--- src/sv/wfft_pkg.sv ---
// shared types, codes and constants of the wheel force feedback torque block
package wfft_pkg;

    localparam int AXIS_MIN_DEF    = 0;
    localparam int AXIS_MAX_DEF    = 65535;
    localparam int LOOP_PERIOD_DEF = 10;

    localparam int DIVD_W   = 32;
    localparam int DIVS_W   = 16;
    localparam int DIV_ITER = DIVD_W / 2;

    localparam int POS_ONE = 16384;
    localparam int TRQ_MAX = 32767;
    localparam int TRQ_ONE = 32768;

    localparam logic [14:0] EPS_RST      = 15'd164;
    localparam logic [14:0] BRAKE_D_RST  = 15'd1638;
    localparam logic [15:0] BRAKE_R_RST  = 16'd16384;
    localparam logic [14:0] CTR_MAXT_RST = 15'd16384;
    localparam logic [14:0] CTR_MAXP_RST = 15'd16384;
    localparam logic [14:0] MIN_TRQ_RST  = 15'd3277;
    localparam logic [14:0] MAX_TRQ_RST  = 15'd32767;

    localparam logic [2:0] CFG_EPS      = 3'd0;
    localparam logic [2:0] CFG_BRAKE_D  = 3'd1;
    localparam logic [2:0] CFG_BRAKE_R  = 3'd2;
    localparam logic [2:0] CFG_CTR_MAXT = 3'd3;
    localparam logic [2:0] CFG_CTR_MAXP = 3'd4;
    localparam logic [2:0] CFG_MIN_TRQ  = 3'd5;
    localparam logic [2:0] CFG_MAX_TRQ  = 3'd6;
    localparam logic [2:0] CFG_AUTO     = 3'd7;

    typedef enum logic [2:0] {
        OP_AXIS   = 3'd0,
        OP_TARGET = 3'd1,
        OP_TICK   = 3'd2,
        OP_START  = 3'd3,
        OP_STOP   = 3'd4
    } t_op;

    typedef struct packed {
        logic axis_go;
        logic pos_wr;
        logic tgt_wr;
        logic run_on;
        logic run_off;
        logic tick_go;
        logic mul_go;
        logic cdiv_go;
        logic buf_go;
        logic torq_go;
        logic clamp_go;
        logic out_go;
    } t_cmd;

    typedef struct packed {
        logic running;
        logic center;
        logic den_zero;
        logic div_done;
        logic out_free;
    } t_sts;

endpackage

--- src/sv/wfft_div.sv ---
// radix-4 restoring unsigned divider, two quotient bits per cycle
module wfft_div import wfft_pkg::*; (
    input  logic              i_clk,
    input  logic              i_rst_n,
    input  logic              i_start,
    input  logic [DIVD_W-1:0] i_dividend,
    input  logic [DIVS_W-1:0] i_divisor,
    output logic              o_done,
    output logic [DIVD_W-1:0] o_quot
);

    localparam int CntW = $clog2(DIV_ITER);
    localparam logic [CntW-1:0] CntLast = CntW'(DIV_ITER - 1);

    logic              r_busy;
    logic              r_done;
    logic [CntW-1:0]   r_cnt;
    logic [DIVS_W-1:0] r_rem;
    logic [DIVS_W-1:0] r_div;
    logic [DIVD_W-1:0] r_quo;
    logic [DIVS_W-1:0] n_rem;
    logic [DIVD_W-1:0] n_quo;

    always_comb begin : p_step
        logic [DIVS_W:0]   v_t;
        logic [DIVS_W-1:0] v_rem;
        logic [DIVD_W-1:0] v_quo;
        v_rem = r_rem;
        v_quo = r_quo;
        for (int k = 0; k < 2; k++) begin
            v_t   = {v_rem, v_quo[DIVD_W-1]};
            v_quo = {v_quo[DIVD_W-2:0], 1'b0};
            if (v_t >= {1'b0, r_div}) begin
                v_t      = v_t - {1'b0, r_div};
                v_quo[0] = 1'b1;
            end
            v_rem = v_t[DIVS_W-1:0];
        end
        n_rem = v_rem;
        n_quo = v_quo;
    end

    always_ff @(posedge i_clk) begin
        if (!i_rst_n) begin
            r_busy <= 1'b0;
            r_done <= 1'b0;
            r_cnt  <= '0;
        end else begin
            r_done <= 1'b0;
            if (i_start) begin
                r_busy <= 1'b1;
                r_cnt  <= '0;
                r_rem  <= '0;
                r_quo  <= i_dividend;
                r_div  <= i_divisor;
            end else if (r_busy) begin
                r_rem <= n_rem;
                r_quo <= n_quo;
                r_cnt <= r_cnt + 1'b1;
                if (r_cnt == CntLast) begin
                    r_busy <= 1'b0;
                    r_done <= 1'b1;
                end
            end
        end
    end

    assign o_done = r_done;
    assign o_quot = r_quo;

    a_rem_below_div: assert property (@(posedge i_clk) disable iff (!i_rst_n)
        r_busy |-> (r_rem < r_div))
        else $error("partial remainder not below divisor");

endmodule

--- src/sv/wfft_dp.sv ---
// datapath: registers, position scaling, torque law, level scaling and output register
module wfft_dp import wfft_pkg::*; #(
    parameter int AXIS_MIN    = AXIS_MIN_DEF,
    parameter int AXIS_MAX    = AXIS_MAX_DEF,
    parameter int LOOP_PERIOD = LOOP_PERIOD_DEF
) (
    input  logic               i_clk,
    input  logic               i_rst_n,
    input  t_cmd               i_cmd,
    output t_sts               o_sts,
    input  logic [15:0]        i_axis_value,
    input  logic signed [15:0] i_goal_position,
    input  logic signed [15:0] i_goal_torque,
    input  logic               i_cfg_valid,
    input  logic [2:0]         i_cfg_index,
    input  logic [15:0]        i_cfg_data,
    input  logic               i_out_ready,
    output logic               o_out_valid,
    output logic signed [15:0] o_force_level,
    output logic [15:0]        o_envelope_length
);

    localparam int Span    = AXIS_MAX - AXIS_MIN;
    localparam int AxisSum = AXIS_MAX + AXIS_MIN;
    localparam logic AxisOk = (Span > 0);
    localparam logic [DIVS_W-1:0] AxisDivisor = AxisOk ? DIVS_W'(Span) : DIVS_W'(1);
    localparam logic [DIVD_W-1:0] AxisHalf = DIVD_W'(AxisDivisor >> 1);
    localparam logic signed [18:0] AxisOffset = 19'(AxisSum);
    localparam logic [15:0] LoopLen = 16'(LOOP_PERIOD);

    // configuration
    logic [14:0] r_eps;
    logic [14:0] r_bd;
    logic [15:0] r_btr;
    logic [14:0] r_cmt;
    logic [14:0] r_cmp;
    logic [14:0] r_mn;
    logic [14:0] r_mxt;
    logic        r_auto;

    // block state
    logic signed [15:0] r_wheel;
    logic signed [15:0] r_tpos;
    logic [14:0]        r_ttq;
    logic               r_latch;
    logic               r_run;

    // tick working registers
    logic               r_ax_neg;
    logic [16:0]        r_mag;
    logic               r_dir_neg;
    logic               r_center;
    logic               r_dead;
    logic               r_in_brake;
    logic [30:0]        r_cprod;
    logic               r_cneg;
    logic [14:0]        r_den_abs;
    logic               r_den_zero;
    logic [15:0]        r_bprod;
    logic signed [33:0] r_buf;
    logic signed [33:0] r_torq;
    logic [15:0]        r_env;
    logic [15:0]        r_tm;
    logic               r_tneg;

    // output register
    logic               r_out_valid;
    logic signed [15:0] r_force;
    logic [15:0]        r_env_o;

    logic              div_start;
    logic [DIVD_W-1:0] div_dvd;
    logic [DIVS_W-1:0] div_dvs;
    logic              div_done;
    logic [DIVD_W-1:0] div_q;

    logic signed [18:0] ax_num;
    logic [18:0]        ax_abs;
    logic [DIVD_W-1:0]  ax_dvd;
    logic [DIVD_W-1:0]  c_dvd;
    logic [15:0]        q_sat;
    logic signed [15:0] pos_new;

    logic [15:0]        gt_abs;
    logic [14:0]        gt_sat;
    logic               tgt_change;

    logic signed [16:0] err;
    logic [16:0]        err_abs;

    logic [15:0]        c_off;
    logic signed [15:0] c_span;
    logic [14:0]        c_span_abs;
    logic signed [15:0] den;
    logic [30:0]        c_prod;
    logic [30:0]        b_prod;

    logic signed [33:0] q_s;
    logic signed [33:0] buf_sum;
    logic signed [33:0] cmt_s;
    logic signed [33:0] mxt_s;
    logic signed [33:0] ttq_s;
    logic signed [33:0] bprod_s;
    logic signed [33:0] ctr_m;
    logic signed [33:0] torq_new;
    logic [15:0]        env_new;
    logic               latch_set;
    logic signed [33:0] t_clamp;
    logic [33:0]        t_abs;
    logic [30:0]        lvl_prod;
    logic [15:0]        lvl;

    // axis scaling operands
    assign ax_num = signed'({2'b00, i_axis_value, 1'b0}) - AxisOffset;
    assign ax_abs = ax_num[18] ? 19'(-ax_num) : 19'(ax_num);
    assign ax_dvd = AxisOk ? (DIVD_W'({ax_abs[16:0], 14'd0}) + AxisHalf) : '0;
    assign c_dvd  = DIVD_W'(r_cprod) + DIVD_W'(r_den_abs >> 1);

    assign div_start = i_cmd.axis_go | i_cmd.cdiv_go;
    assign div_dvd   = i_cmd.axis_go ? ax_dvd : c_dvd;
    assign div_dvs   = i_cmd.axis_go ? AxisDivisor : DIVS_W'(r_den_abs);

    wfft_div u_div (
        .i_clk      (i_clk),
        .i_rst_n    (i_rst_n),
        .i_start    (div_start),
        .i_dividend (div_dvd),
        .i_divisor  (div_dvs),
        .o_done     (div_done),
        .o_quot     (div_q)
    );

    assign q_sat   = (div_q > DIVD_W'(POS_ONE)) ? 16'(POS_ONE) : div_q[15:0];
    assign pos_new = r_ax_neg ? 16'(-signed'(q_sat)) : signed'(q_sat);

    // target
    assign gt_abs     = i_goal_torque[15] ? 16'(-i_goal_torque) : 16'(i_goal_torque);
    assign gt_sat     = (gt_abs > 16'(TRQ_MAX)) ? 15'(TRQ_MAX) : gt_abs[14:0];
    assign tgt_change = (i_goal_position != r_tpos) || (gt_sat != r_ttq);

    // position error
    assign err     = 17'(r_tpos) - 17'(r_wheel);
    assign err_abs = err[16] ? 17'(-err) : 17'(err);

    // ramp and brake products
    assign c_off      = r_mag[15:0] - 16'(r_eps);
    assign c_span     = signed'({1'b0, r_cmt}) - signed'({1'b0, r_mn});
    assign c_span_abs = c_span[15] ? 15'(-c_span) : c_span[14:0];
    assign den        = signed'({1'b0, r_cmp}) - signed'({1'b0, r_eps});
    assign c_prod     = 31'(c_off) * 31'(c_span_abs);
    assign b_prod     = 31'(r_ttq) * 31'(r_btr);

    // torque selection
    assign q_s     = signed'({2'b00, div_q});
    assign buf_sum = signed'({19'd0, r_mn}) + (r_cneg ? -q_s : q_s);
    assign cmt_s   = signed'({19'd0, r_cmt});
    assign mxt_s   = signed'({19'd0, r_mxt});
    assign ttq_s   = signed'({19'd0, r_ttq});
    assign bprod_s = signed'({18'd0, r_bprod});
    assign ctr_m   = (r_buf < cmt_s) ? r_buf : cmt_s;

    always_comb begin
        torq_new  = '0;
        env_new   = '0;
        latch_set = 1'b0;
        if (r_center) begin
            if (!r_dead) begin
                torq_new = r_dir_neg ? -ctr_m : ctr_m;
            end
        end else if (!r_dead) begin
            env_new = LoopLen;
            if (r_in_brake) begin
                latch_set = 1'b1;
                torq_new  = r_dir_neg ? bprod_s : -bprod_s;
            end else begin
                torq_new = r_dir_neg ? -ttq_s : ttq_s;
            end
        end
    end

    // level scaling
    assign t_clamp  = (r_torq < mxt_s) ? r_torq : mxt_s;
    assign t_abs    = t_clamp[33] ? 34'(-t_clamp) : 34'(t_clamp);
    assign lvl_prod = 31'(r_tm) * 31'(TRQ_MAX);
    assign lvl      = lvl_prod[30:15];

    always_ff @(posedge i_clk) begin
        if (!i_rst_n) begin
            r_eps       <= EPS_RST;
            r_bd        <= BRAKE_D_RST;
            r_btr       <= BRAKE_R_RST;
            r_cmt       <= CTR_MAXT_RST;
            r_cmp       <= CTR_MAXP_RST;
            r_mn        <= MIN_TRQ_RST;
            r_mxt       <= MAX_TRQ_RST;
            r_auto      <= 1'b0;
            r_wheel     <= '0;
            r_tpos      <= '0;
            r_ttq       <= '0;
            r_latch     <= 1'b0;
            r_run       <= 1'b1;
            r_out_valid <= 1'b0;
        end else begin
            if (i_cfg_valid) begin
                unique case (i_cfg_index)
                    CFG_EPS:      r_eps  <= i_cfg_data[14:0];
                    CFG_BRAKE_D:  r_bd   <= i_cfg_data[14:0];
                    CFG_BRAKE_R:  r_btr  <= i_cfg_data;
                    CFG_CTR_MAXT: r_cmt  <= i_cfg_data[14:0];
                    CFG_CTR_MAXP: r_cmp  <= i_cfg_data[14:0];
                    CFG_MIN_TRQ:  r_mn   <= i_cfg_data[14:0];
                    CFG_MAX_TRQ:  r_mxt  <= i_cfg_data[14:0];
                    CFG_AUTO:     r_auto <= i_cfg_data[0];
                endcase
            end
            if (i_cmd.axis_go) begin
                r_ax_neg <= ax_num[18];
            end
            if (i_cmd.pos_wr) begin
                r_wheel <= pos_new;
            end
            if (i_cmd.tgt_wr && tgt_change) begin
                r_tpos  <= i_goal_position;
                r_ttq   <= gt_sat;
                r_latch <= 1'b0;
            end
            if (i_cmd.run_on) begin
                r_run <= 1'b1;
            end
            if (i_cmd.run_off) begin
                r_run <= 1'b0;
            end
            if (i_cmd.tick_go) begin
                r_mag     <= err_abs;
                r_dir_neg <= err[16] || (err == '0);
                r_center  <= r_latch || r_auto;
            end
            if (i_cmd.mul_go) begin
                r_dead     <= r_mag < 17'(r_eps);
                r_in_brake <= r_mag < 17'(r_bd);
                r_cprod    <= c_prod;
                r_cneg     <= c_span[15] ^ den[15];
                r_den_abs  <= den[15] ? 15'(-den) : den[14:0];
                r_den_zero <= (den == '0);
                r_bprod    <= b_prod[30:15];
            end
            if (i_cmd.buf_go) begin
                r_buf <= r_den_zero ? cmt_s : buf_sum;
            end
            if (i_cmd.torq_go) begin
                r_torq <= torq_new;
                r_env  <= env_new;
                if (latch_set) begin
                    r_latch <= 1'b1;
                end
            end
            if (i_cmd.clamp_go) begin
                r_tneg <= t_clamp[33];
                r_tm   <= (t_abs > 34'(TRQ_ONE)) ? 16'(TRQ_ONE) : t_abs[15:0];
            end
            if (i_cmd.out_go) begin
                r_out_valid <= 1'b1;
                r_force     <= r_tneg ? 16'(-signed'(lvl)) : signed'(lvl);
                r_env_o     <= r_env;
            end else if (i_out_ready) begin
                r_out_valid <= 1'b0;
            end
        end
    end

    assign o_sts.running  = r_run;
    assign o_sts.center   = r_center;
    assign o_sts.den_zero = r_den_zero;
    assign o_sts.div_done = div_done;
    assign o_sts.out_free = !r_out_valid || i_out_ready;

    assign o_out_valid       = r_out_valid;
    assign o_force_level     = r_force;
    assign o_envelope_length = r_env_o;

    a_level_range: assert property (@(posedge i_clk) disable iff (!i_rst_n)
        r_out_valid |-> (r_force != 16'sh8000))
        else $error("force level outside symmetric range");

    a_env_values: assert property (@(posedge i_clk) disable iff (!i_rst_n)
        r_out_valid |-> ((r_env_o == 16'd0) || (r_env_o == LoopLen)))
        else $error("envelope length neither zero nor loop period");

    a_latch_source: assert property (@(posedge i_clk) disable iff (!i_rst_n)
        $rose(r_latch) |-> $past(i_cmd.torq_go))
        else $error("brake latch set outside torque step");

endmodule

--- src/sv/wfft_ctrl.sv ---
// controller: sequences the datapath for each accepted item
module wfft_ctrl import wfft_pkg::*; (
    input  logic       i_clk,
    input  logic       i_rst_n,
    input  logic       i_in_valid,
    input  logic [2:0] i_op,
    output logic       o_in_ready,
    output t_cmd       o_cmd,
    input  t_sts       i_sts
);

    typedef enum logic [3:0] {
        S_IDLE,
        S_AXIS_W,
        S_T_MUL,
        S_T_DIV,
        S_T_DIVW,
        S_T_BUF,
        S_T_TORQ,
        S_T_CLAMP,
        S_T_OUT
    } t_state;

    t_state r_state;
    t_state n_state;
    logic   accept;

    assign o_in_ready = (r_state == S_IDLE);
    assign accept     = i_in_valid && o_in_ready;

    always_comb begin
        n_state = r_state;
        o_cmd   = '0;
        unique case (r_state)
            S_IDLE: begin
                if (accept) begin
                    unique case (t_op'(i_op))
                        OP_AXIS: begin
                            o_cmd.axis_go = 1'b1;
                            n_state       = S_AXIS_W;
                        end
                        OP_TARGET: o_cmd.tgt_wr  = 1'b1;
                        OP_START:  o_cmd.run_on  = 1'b1;
                        OP_STOP:   o_cmd.run_off = 1'b1;
                        OP_TICK: begin
                            if (i_sts.running) begin
                                o_cmd.tick_go = 1'b1;
                                n_state       = S_T_MUL;
                            end
                        end
                        default: n_state = S_IDLE;
                    endcase
                end
            end
            S_AXIS_W: begin
                if (i_sts.div_done) begin
                    o_cmd.pos_wr = 1'b1;
                    n_state      = S_IDLE;
                end
            end
            S_T_MUL: begin
                o_cmd.mul_go = 1'b1;
                n_state      = S_T_DIV;
            end
            S_T_DIV: begin
                if (i_sts.center && !i_sts.den_zero) begin
                    o_cmd.cdiv_go = 1'b1;
                    n_state       = S_T_DIVW;
                end else begin
                    n_state = S_T_BUF;
                end
            end
            S_T_DIVW: begin
                if (i_sts.div_done) begin
                    n_state = S_T_BUF;
                end
            end
            S_T_BUF: begin
                o_cmd.buf_go = 1'b1;
                n_state      = S_T_TORQ;
            end
            S_T_TORQ: begin
                o_cmd.torq_go = 1'b1;
                n_state       = S_T_CLAMP;
            end
            S_T_CLAMP: begin
                o_cmd.clamp_go = 1'b1;
                n_state        = S_T_OUT;
            end
            S_T_OUT: begin
                if (i_sts.out_free) begin
                    o_cmd.out_go = 1'b1;
                    n_state      = S_IDLE;
                end
            end
            default: n_state = S_IDLE;
        endcase
    end

    always_ff @(posedge i_clk) begin
        if (!i_rst_n) begin
            r_state <= S_IDLE;
        end else begin
            r_state <= n_state;
        end
    end

endmodule

--- src/sv/wheel_force_feedback_torque.sv ---
// top level of the wheel force feedback torque block
// axis item: scaled by the radix-4 divider, written as wheel position; target, start, stop:
// done on acceptance; tick item while running: multiply, ramp divide when centering with
// nonzero denominator, buffer, torque, clamp, output; no new item until the tick is done
// a finished result waits in the output register while other items are taken
// synchronous active-low reset loads register defaults, clears state and sets running
module wheel_force_feedback_torque import wfft_pkg::*; #(
    parameter int AXIS_MIN    = AXIS_MIN_DEF,
    parameter int AXIS_MAX    = AXIS_MAX_DEF,
    parameter int LOOP_PERIOD = LOOP_PERIOD_DEF
) (
    input  logic               i_clk,
    input  logic               i_rst_n,
    input  logic               i_in_valid,
    output logic               o_in_ready,
    input  logic [2:0]         i_op,
    input  logic [15:0]        i_axis_value,
    input  logic signed [15:0] i_goal_position,
    input  logic signed [15:0] i_goal_torque,
    output logic               o_out_valid,
    input  logic               i_out_ready,
    output logic signed [15:0] o_force_level,
    output logic [15:0]        o_envelope_length,
    input  logic               i_cfg_valid,
    output logic               o_cfg_ready,
    input  logic [2:0]         i_cfg_index,
    input  logic [15:0]        i_cfg_data
);

    t_cmd cmd;
    t_sts sts;

    assign o_cfg_ready = 1'b1;

    wfft_ctrl u_ctrl (
        .i_clk      (i_clk),
        .i_rst_n    (i_rst_n),
        .i_in_valid (i_in_valid),
        .i_op       (i_op),
        .o_in_ready (o_in_ready),
        .o_cmd      (cmd),
        .i_sts      (sts)
    );

    wfft_dp #(
        .AXIS_MIN    (AXIS_MIN),
        .AXIS_MAX    (AXIS_MAX),
        .LOOP_PERIOD (LOOP_PERIOD)
    ) u_dp (
        .i_clk             (i_clk),
        .i_rst_n           (i_rst_n),
        .i_cmd             (cmd),
        .o_sts             (sts),
        .i_axis_value      (i_axis_value),
        .i_goal_position   (i_goal_position),
        .i_goal_torque     (i_goal_torque),
        .i_cfg_valid       (i_cfg_valid),
        .i_cfg_index       (i_cfg_index),
        .i_cfg_data        (i_cfg_data),
        .i_out_ready       (i_out_ready),
        .o_out_valid       (o_out_valid),
        .o_force_level     (o_force_level),
        .o_envelope_length (o_envelope_length)
    );

endmodule
--- config.mk ---
export PLATFORM = sky130hd
export DESIGN_NAME = wheel_force_feedback_torque
export DESIGN_NICKNAME = d
export VERILOG_FILES = /design/src/sv/wfft_pkg.sv /design/src/sv/wfft_div.sv /design/src/sv/wfft_dp.sv /design/src/sv/wfft_ctrl.sv /design/src/sv/wheel_force_feedback_torque.sv
export SDC_FILE = /design/constraint.sdc
export NUM_CORES = 2
export LEC_CHECK = 0
export ABC_AREA = 1
export BUFFER_PORTS_ARGS = -buffer_cell sky130_fd_sc_hd__buf_4
export CAP_MARGIN = 20
export CORE_MARGIN = 4
export CORE_UTILIZATION = 28
export CTS_CLUSTER_SIZE = 25
export DETAILED_ROUTE_END_ITERATION = 16
export SYNTH_ARGS = -nofsm -noshare
export SYNTH_HDL_FRONTEND = slang
export SYNTH_HIERARCHICAL = 1
export SYNTH_SLANG_ARGS = --single-unit
--- constraint.sdc ---
create_clock -name i_clk -period 22.4 [get_ports i_clk]
set_input_delay 1.12 -clock i_clk [delete_from_list [all_inputs] [get_ports i_clk]]
set_output_delay 1.12 -clock i_clk [all_outputs]
set_load 0.01 [all_outputs]
==> flow_results.org <==
** Detailed routing
- Post-detailed-route DRC marker count :: 0
- For this block, the initial DRC count from the detailed router was 3437.
- The final route contains 47300 vias.
- Routed wire per std cell :: 16.7 um
- Detailed Route WL :: 166000 um
- Via count normalized by instance count :: ~4.8
- Number of nets still failing antenna checks after routing :: 0
- Before antenna repair, the detailed router went through 6 iterations.

** Layout
- Area added between synthesis and finish :: 9.25%
- Most common library cell in the layout ignoring fill and taps :: sky130_fd_sc_hd__nand2_1
- In the layout the commonest cells are sky130_fd_sc_hd__nand2_1 (1959), sky130_fd_sc_hd__inv_1 (1299), sky130_fd_sc_hd__nor2_1 (654), sky130_fd_sc_hd__fa_1 (477), sky130_fd_sc_hd__ha_1 (451).
- Fraction of layout cells with a size suffix above 1 :: 0.0483
- Final Core Density :: 0.309
- The final layout contains ~8400 nets.
- Final std cells w/o fill :: 9937

** Yosys
- The cell area that synthesis handed to floorplanning was 53300 um^2.
- After synthesis, the share of flip-flops with an asynchronous set or reset is 0.
- Number of instances in the synthesized netlist :: between 7000 and 8000
- Number of enable-type register cells in the synthesized netlist :: 253
- Each instance of the synthesized netlist takes up on average slightly above 7 um^2.
- For this run, the register share of the synthesized area comes to 0.205.
- Yosys printed 6 warnings.
- Yosys cell types :: 64
- Count of state elements after synthesis :: 420
- The most used flip-flop cell after synthesis is sky130_fd_sc_hd__edfxtp_1.

** Pwr
- Dividing total power by cell area gives a power density of roughly 110 nW/um^2.
- Of the total power, combinational logic draws 0.689.
- The internal portion of the total power is approximately 3.2 mW.
- Switching share of power :: 0.497
- The share of total power dissipated in sequential elements is 0.174.
- Power share of the clock group :: 0.137
- Largest vdd supply drop :: 0.396 mV
- Summed over all cells, the static leakage comes to slightly below 30 nW.
- In this run the power spent charging and discharging nets is 3.15 mW.

** Setup path
- Slowest stage delay, CP :: 0.67 ns
- Maximum fanout encountered on the critical timing path :: 16
- Worst Path Required :: 22.81 ns
- Worst-path cell with the longest stage delay :: sky130_fd_sc_hd__ha_1
- STA classifies the critical path startpoint as a flip-flop.
- Endpoint class of the critical path :: flip-flop
- Critical path data arrival time :: 9.01 ns
- The worst setup path is of the flip-flop to flip-flop kind.

** Clock tree
- The clock tree synthesis step divided the H-tree into 2 levels.
- Resized Gates After CTS :: 0
- CTS tree :: done
- In this run the deepest clock path goes through 3 buffers.
- Hold-fix buffers, CTS :: 0
- Clock Sinks :: 420
- Clock tree synthesis selected as its root buffer the cell sky130_fd_sc_hd__clkbuf_16.
- Clock insertion delay at the later pin of the skew report :: 0.68 ns
- In this run, CTS created clock tree buffers numbering 52.
- Clock-pin transition on the worst setup and hold timing paths :: about 0.06 ns
- Once the clock tree was built, the setup fixing pass inserted 0 buffers.

** Run status
- The run finished with clean final reports.

** Timing
- Hold is met by 0.462 ns.
- Based on the critical path, the design can be clocked at up to 0.116 GHz.
- In the finished design, the share of the clock period the worst path needs comes to 0.384.
- After routing, the total negative slack on setup checks comes to 0 ns.
- For the pin with the worst max-slew slack, the measured transition is about 1.1 ns.
- The final hold violation count was 0.
- Across the routed clock network, the largest skew measured is 0.0768 ns.
- The routed design could run at a clock period as short as approximately 8.6 ns.
- Final count of pins violating max slew :: 0
- Setup repair after global routing left no endpoint under its margin.
- Worst-case headroom to the max-slew limit :: 0.255
- Final setup violation count :: 0

** Global route
- Number of global-route vias before repair :: 46600
- Global-route usage over all layers :: 0.165
- Global-route wire length before repair :: roughly 260000 um
- Maximum number of pins on one net before global-route repair :: 93
- Global route overflow :: 0
- Antenna violations before repair :: 8

** Floorplan
- The initial utilization of the core area, before any placement, comes to 0.283.
- During I/O placement, the number of pins put on the boundary was 110.
- Total Die Area :: 197000 um^2
- The total area inside the core boundary comes to 189000 um^2.
- Die extent in y :: 444 um
- Rows :: 159
- Die X-Extent :: about 440 um

** Placement
- Number of placed cells counting well taps :: 9839
- The congestion estimate from routability-driven global placement came to 0.940.
- Detailed placer's ending HPWL :: roughly 140000 um
- Buffers added on ports :: 94

** Job
- Number of max-cap violations :: 0

** Min path
- In this run the worst hold path is classified as flip-flop to flip-flop.
## final timing paths
path / cells after the start / start / endpoint / slack [ns]
worst max-delay path: 29 / u_dp/r_cmt[0] / u_dp/r_cprod[29] / 13.80
worst min-delay path: 2 / u_dp/r_bd[8] / u_dp/r_bd[8] / 0.46
worst max register to register: 29 / u_dp/r_cmt[0] / u_dp/r_cprod[29] / 13.80
worst min register to register: 2 / u_dp/r_bd[8] / u_dp/r_bd[8] / 0.46
## registers in the layout, indices dropped and copies added (netlist names), 4 cells and up
| name | count |
|---|---|
| u_ctrl/r_state | 4 |
| u_dp/o_force_level | 16 |
| u_dp/r_bd | 15 |
| u_dp/r_bprod | 16 |
| u_dp/r_btr | 16 |
| u_dp/r_buf | 34 |
| u_dp/r_cmp | 15 |
| u_dp/r_cmt | 15 |
| u_dp/r_cprod | 31 |
| u_dp/r_den_abs | 15 |
| u_dp/r_eps | 15 |
| u_dp/r_mag | 17 |
| u_dp/r_mn | 15 |
| u_dp/r_mxt | 15 |
| u_dp/r_tm | 16 |
| u_dp/r_torq | 34 |
| u_dp/r_tpos | 16 |
| u_dp/r_ttq | 15 |
| u_dp/r_wheel | 16 |
| u_dp/u_div/o_quot | 32 |
| u_dp/u_div/r_cnt | 4 |
| u_dp/u_div/r_div | 16 |
| u_dp/u_div/r_rem | 16 |
## worst max-delay path: cells and delay by family, from the launching register on
family | cells | cell delay [ns]
compound gates | 2 | 0.26
buf+inv | 6 | 0.56
xor+xnor | 2 | 0.79
fa+ha+maj | 8 | 4.22
flops | 1 | 0.33
simple gates | 11 | 2.18
## Yosys cell counts (52+ instances only)
library cell | n | share of area
sky130_fd_sc_hd__a21oi_1 | 393 | 0.037
sky130_fd_sc_hd__nor2_1 | 657 | 0.046
sky130_fd_sc_hd__inv_1 | 1300 | 0.092
sky130_fd_sc_hd__xor2_1 | 149 | 0.024
sky130_fd_sc_hd__o211ai_1 | 52 | 0.0073
sky130_fd_sc_hd__edfxtp_1 | 253 | 0.14
sky130_fd_sc_hd__nand3_1 | 425 | 0.040
sky130_fd_sc_hd__nand2_1 | 1960 | 0.14
sky130_fd_sc_hd__ha_1 | 451 | 0.11
sky130_fd_sc_hd__fa_1 | 477 | 0.18
sky130_fd_sc_hd__xnor2_1 | 76 | 0.012
sky130_fd_sc_hd__o21ai_0 | 330 | 0.031
sky130_fd_sc_hd__nor3_1 | 86 | 0.0081
sky130_fd_sc_hd__clkbuf_1 | 121 | 0.0085
sky130_fd_sc_hd__nand4_1 | 110 | 0.013
sky130_fd_sc_hd__dfxtp_1 | 167 | 0.063
## area by class of cell
class	count	area (um^2)
clock buffers	66	1420
flip-flops and latches	420	10900
inverters	1327	4980
well taps	2495	3120
fillers	20500	130000
multi-input cells	5460	36400
diodes	2	5.00
clock inverters	30	340
repair buffers	137	1030
## power groups by stage
stage / clock network (mW) / registers [mW] / logic, mW
after floorplan: 0 / 1.10 / 3.24
after global placement: 0 / 1.12 / 4.47
after detailed placement: 0 / 1.12 / 4.42
after CTS: 0.898 / 1.10 / 4.46
after global routing: 0.925 / 1.10 / 5.00
final: 0.871 / 1.10 / 4.36
## per-stage QoR
| step | instance area, um^2 | power (mW) | setup slack (ns) |
|---|---|---|---|
| 3_5_place_dp | 56500 | 5.53 | 13.88 |
| 2_1_floorplan | 53400 | 4.34 | 15.07 |
| 5_1_grt | 58200 | 7.03 | 13.19 |
| 4_1_cts | 58200 | 6.46 | 13.84 |
| 6_report | 58200 | 6.34 | 13.80 |
| 3_3_place_gp | 56500 | 5.58 | 13.91 |
## cells by family (layout without fill, tap and decap cells)
| group | Yosys count | after routing | synth area share |
|---|---|---|---|
| adders and majority gates | 928 | 928 | 0.285 |
| muxes | 1 | 1 | 0.000188 |
| and+or+nand+nor | 3402 | 3402 | 0.268 |
| buffers and inverters | 1549 | 1560 | 0.113 |
| xor gates and xnor gates | 227 | 227 | 0.0376 |
| AOI/OAI and AO/OA | 887 | 887 | 0.0907 |
| DFF | 420 | 420 | 0.205 |
| other | 2 | 17 | 0.000141 |
## routing by layer
layer  global-route usage  vias to the layer above  wire length (um)
met3               0.0161                      276              7520
met4               0.0614                        2              6610
li1                     -                    23300                 -
met1                0.217                    22500             73500
met2                0.279                     1271             78500
met5                    0                        -                11
(Power assumes the default switching activity.)
